==> src/bounded_top_k_min_heap_top_defines.svh <==
// ---------------------------------------------------------------------------
// Assertion macros for the bounded top-K heap
// Concurrent checks clocked on clk, held off while rst_n is low.
// ---------------------------------------------------------------------------
`ifndef BOUNDED_TOP_K_MIN_HEAP_TOP_DEFINES_SVH
`define BOUNDED_TOP_K_MIN_HEAP_TOP_DEFINES_SVH

// same-cycle implication
`define BTKMH_ASSERT_NOW(label, ante, cons, msg) \
  label: assert property (@(posedge clk) disable iff (!rst_n) (ante) |-> (cons)) \
    else $error(msg);

// next-cycle implication
`define BTKMH_ASSERT_NEXT(label, ante, cons, msg) \
  label: assert property (@(posedge clk) disable iff (!rst_n) (ante) |=> (cons)) \
    else $error(msg);

`endif

==> src/btkmh_ram.sv <==
// ---------------------------------------------------------------------------
// btkmh_ram
// Generic RAM: one write port, two read ports, registered read data.
// ---------------------------------------------------------------------------
`default_nettype none

module btkmh_ram #(
  parameter int WIDTH = 8,
  parameter int DEPTH = 16
) (
  input  wire logic                                     clk,
  input  wire logic                                     we,
  input  wire logic [((DEPTH > 1) ? $clog2(DEPTH) : 1)-1:0] waddr,
  input  wire logic [WIDTH-1:0]                         wdata,
  input  wire logic [((DEPTH > 1) ? $clog2(DEPTH) : 1)-1:0] raddr_a,
  output logic      [WIDTH-1:0]                         rdata_a,
  input  wire logic [((DEPTH > 1) ? $clog2(DEPTH) : 1)-1:0] raddr_b,
  output logic      [WIDTH-1:0]                         rdata_b
);

  logic [WIDTH-1:0] mem [DEPTH];

  always_ff @(posedge clk) begin
    if (we) begin
      mem[waddr] <= wdata;
    end
    rdata_a <= mem[raddr_a];
    rdata_b <= mem[raddr_b];
  end

endmodule

`default_nettype wire
==> config.mk <==
export PLATFORM = sky130hd
export DESIGN_NAME = btkmh_ram
export DESIGN_NICKNAME = d
export VERILOG_FILES = /design/src/bounded_top_k_min_heap_top_defines.svh /design/src/btkmh_ram.sv
export SDC_FILE = /design/constraint.sdc
export NUM_CORES = 1
export LEC_CHECK = 0
export ABC_AREA = 1
export BUFFER_PORTS_ARGS = -buffer_cell sky130_fd_sc_hd__buf_2
export CORE_MARGIN = 8
export CORE_UTILIZATION = 55
export CTS_CLUSTER_DIAMETER = 30
export CTS_CLUSTER_SIZE = 10
export DETAILED_ROUTE_END_ITERATION = 10
export PLACE_DENSITY = 0.81
export SLEW_MARGIN = 20
export SYNTH_ARGS = -nofsm -noshare
export SYNTH_HDL_FRONTEND = slang
export SYNTH_SLANG_ARGS = --single-unit
==> constraint.sdc <==
create_clock -name clk -period 1.05 [get_ports clk]
set_clock_uncertainty 0.1 [all_clocks]
set_input_delay 0.105 -clock clk [delete_from_list [all_inputs] [get_ports clk]]
set_output_delay 0.105 -clock clk [all_outputs]
set_load 0.02 [all_outputs]
-- Word-level counts from Yosys, hierarchy flattened
Memory sizes are Yosys's and may differ from the RTL's. A register that Yosys moved wholly into a read port is not among the register bits.
Cells that the tools add are included.
- multiplexer cells: 2
- operators with widths (cell ; count):
    $mux W1 ; 2
- memory bits (writable): 128
- memories kept: 1
- word-level logic and storage cells: 3
- bits in registers: 0
- memory list (name ; words ; width ; read ports ; clocked after Yosys merged registers in ; write ports ; RTL line ; text):
    mem ; 16 ; 8 ; 2 ; 2 ; 1 ; btkmh_ram.sv:21 ; logic [WIDTH-1:0] mem [DEPTH];

-- Depth between registers and ports, before layout
- word-level depth: 2
- depth in mapped cells: 7

-- Worst setup path after synthesis
OpenSTA, ideal clock, no wires.
- path type: input -> register
- start point: input port waddr[3] (netlist bit)
- end point: memory mem[4][0] (enable)
- arrival: 0.686 ns
- path buffers: 0
- library setup time: 0.370 ns
- setup slack: -0.106 ns
- cell stages on the path: 2
- cells stage by stage: nand3b_1 -> nor2_1
- RTL lines (element ; RTL line ; text):
    start, declared ; btkmh_ram.sv:13 ; input wire logic [((DEPTH > 1) ? $clog2(DEPTH) : 1)-1:0] waddr,
    end, declared ; btkmh_ram.sv:21 ;
Straight into the memory's write port.

==> metrics.yaml <==
initial_core_util_pct: 55.5
end_kind: "flip-flop"
yosysWarnings: 0
synth_top_area_share_pct: 52.9
first_pass_iters: 8
synth-seq-cells: 144
min_to: "mem[10][6]"
cts.reportedPaths.clkPinSlew_ps: 60
port_buffers: 37
worst_pin_slew_ps: 417
r2r-start: "mem[2][1]"
fillers: 829
r2r_cells: 6
clk_path_buf_depth: 2
rsz0062_at_grt: "yes"
grt_max_degree: 47
drt_iter0_markers: 1164
cp-start-kind: "flip-flop"
power_switching_mw: 3.71
synthesis.nets: 873
timing.fmax_mhz: 838
layout_min_cycle_time_ps: 1190
num_antenna_cells: 0
maxCapViolCount: 0
swShare_pct: 25.5
final-instance-count-excl-fill: 1109
rows: 42
routedWlPerCell_um: 20.7
clockPowerShare_pct: 42.2
clock-root-buffer: "clkbuf_16"
cts_buffers: 17
fp.dieH_um: 131
worst_slack_ps: -144
track_usage_pct: 26.2
drv_slew: 0
grt_pass1_vias: 6035
synth-seq-area-share_pct: 57.4
hold_class: "input port to flip-flop"
cts.sinks: 144
worstPathRequired_ps: 1260
arrival_ps: 1400
core-area_um2: 13100
placedCellCount: 1072
syn_inst: 851
routed_wl_um: 23000
h-tree-depth: 4
r2r_slack_ps: -140
drive_gt1_share_pct: 36.4
p_seq_share_pct: 44.8
reg2reg_to: "rdata_b[1]"
status: "finished with violations"
syn-mean-instance-area_um2: 8.53
antenna_found_initial: 0
nNetsFinal: 942
grt-ovfl-total: 0
area_growth_pct: 28.8
dieWidth_um: 131
violations: "negative setup slack"
grt_pass1_wl_um: 33200
yosysUniqueCellTypes: 13
dp_hpwl_um: 13800
yosysTopAreaCell: "edfxtp_1"
num_io_pins: 38
drcViolationCount: 0
drt-vias-per-instance: 5.99
hp-start: "wdata[6]"
min_period_over_period_pct: 114
p_leak_nw: 4.13
hold_viol: 0
internal-power_mw: 10.8
final_antenna_net_count: 0
setup_viol_count_final: 30
cp_max_fo: 2
dr_total_vias: 6643
combPwrFrac_pct: 13.0
clkLatencyLatePin_ps: 430
post-place-ws_ps: -238
min_delay_path_depth: 1
die_area_um2: 17100
peakVddDrop_uv: 812
critical_path_class: "flip-flop to flip-flop"
place_congestion: 0.972
netlist_top_cells_area: "edfxtp_1 53%, nand3_1 16%, nand2_1 14%, inv_1 6.9%, dfxtp_1 4.4%"
cts_tree: "done"
pwr_density_cell_nw_per_um2: 1560
synth_area_um2: 7260
relSlewSlack_pct: 72.2
## cells in the mapped netlist
master,count
edfxtp_1,128
nand3b_1,2
buf_2,26
inv_1,134
nand3_1,225
buf_4,4
nor2_1,17
buf_6,14
inv_2,4
dfxtp_1,16
nand2_1,277
clkbuf_1,3
buf_1,1
## metal layers
layer	part of all wire [%]	GRT usage [%]	up-vias
li1	-	-	2884
met1	35	32.9	2990
met4	6.9	13.8	0
met5	0	0	-
met2	44	40.3	609
met3	14	7.43	160
## area by class of cell
| cell class | instances | area [um^2] | area share, % |
|---|---|---|---|
| clock buffer | 18 | 429 | 4.59 |
| clock inverter | 14 | 165 | 1.77 |
| inverter | 138 | 518 | 5.54 |
| multi-input combinational | 521 | 2840 | 30.3 |
| sequential | 144 | 4190 | 44.8 |
| tap | 176 | 220 | 2.35 |
| timing repair buffer | 98 | 992 | 10.6 |
## cells by family (layout without fill, tap and decap cells)
group / Yosys count / count (layout) / synth area share (%)
buffers and inverters: 186 / 268 / 11.7
and+or+nand+nor: 521 / 521 / 30.9
DFF: 144 / 144 / 57.4
## timing repair
item | 4_1_cts | 5_1_grt
gates resized for setup | 99 | 142
buffers inserted | 2 | 0
endpoints found under the setup margin | 32 | 32
hold endpoints to repair | 33 | 0
hold buffers | 3 | 0
pin swaps | 17 | 50
## flip-flops by register name, indices dropped and copies added (netlist names)
| signal | count |
|---|---|
| rdata_a | 8 |
| mem | 128 |
| rdata_b | 8 |
## worst max-delay path: stages, from the launching register on
cell	delay (ps)
edfxtp_1	350
inv_1	110
nand2_1	90
nand3_1	130
nand3_2	120
nand3_2	110
nand2_1	70
## power groups by stage
stage,logic (mW),clock network (mW),registers (mW)
2_1_floorplan,0.811,0,6.66
3_5_place_dp,1.51,0,6.60
5_1_grt,1.98,6.37,6.53
6_report,1.89,6.14,6.52
3_3_place_gp,1.49,0,6.59
4_1_cts,1.68,6.10,6.51
## cells in the final DEF (no fill, tap or decap)
cell type,count
nand2_1,257
nand2_2,20
edfxtp_1,128
clkinv_4,1
nand3_1,121
dlygate4sd3_1,3
clkinv_2,3
buf_6,17
clkinvlp_4,4
inv_2,69
inv_1,69
clkbuf_16,17
nand3_4,1
dfxtp_4,2
bufinv_16,3
nor2_2,6
clkbuf_1,1
dfxtp_2,14
buf_2,21
nand3b_1,2
buf_12,19
buf_4,38
nand3_2,103
clkinv_1,1
nor2_1,11
inv_6,2
## through the flow
step                hold WS (ps)  TNS, ps  power, mW  cell area [um^2]  utilization [%]
floorplan                    104    -8440       7.47              7270                -
global route                9.63    -2220       14.9              9350             71.5
CTS                         9.46     -783       14.3              8930             68.3
global placement             411   -15340       8.08              8010             61.2
finish                      25.8    -1380       14.6              9350             71.5
detailed placement           425   -17070       8.11              8010             61.2
## worst max path at each step
stage	end	cells after the start	slack, ps	from
after floorplan	mem[10][0]	2	-110	waddr[2]
after global placement	rdata_a[2]	8	-210	raddr_a[0]
after detailed placement	rdata_a[2]	8	-240	raddr_a[0]
after CTS	rdata_a[5]	1	-80	rdata_a[5]
after global routing	rdata_b[1]	6	-190	mem[2][1]
final	rdata_b[1]	6	-140	mem[2][1]
Power figures use the tool's default switching activity.
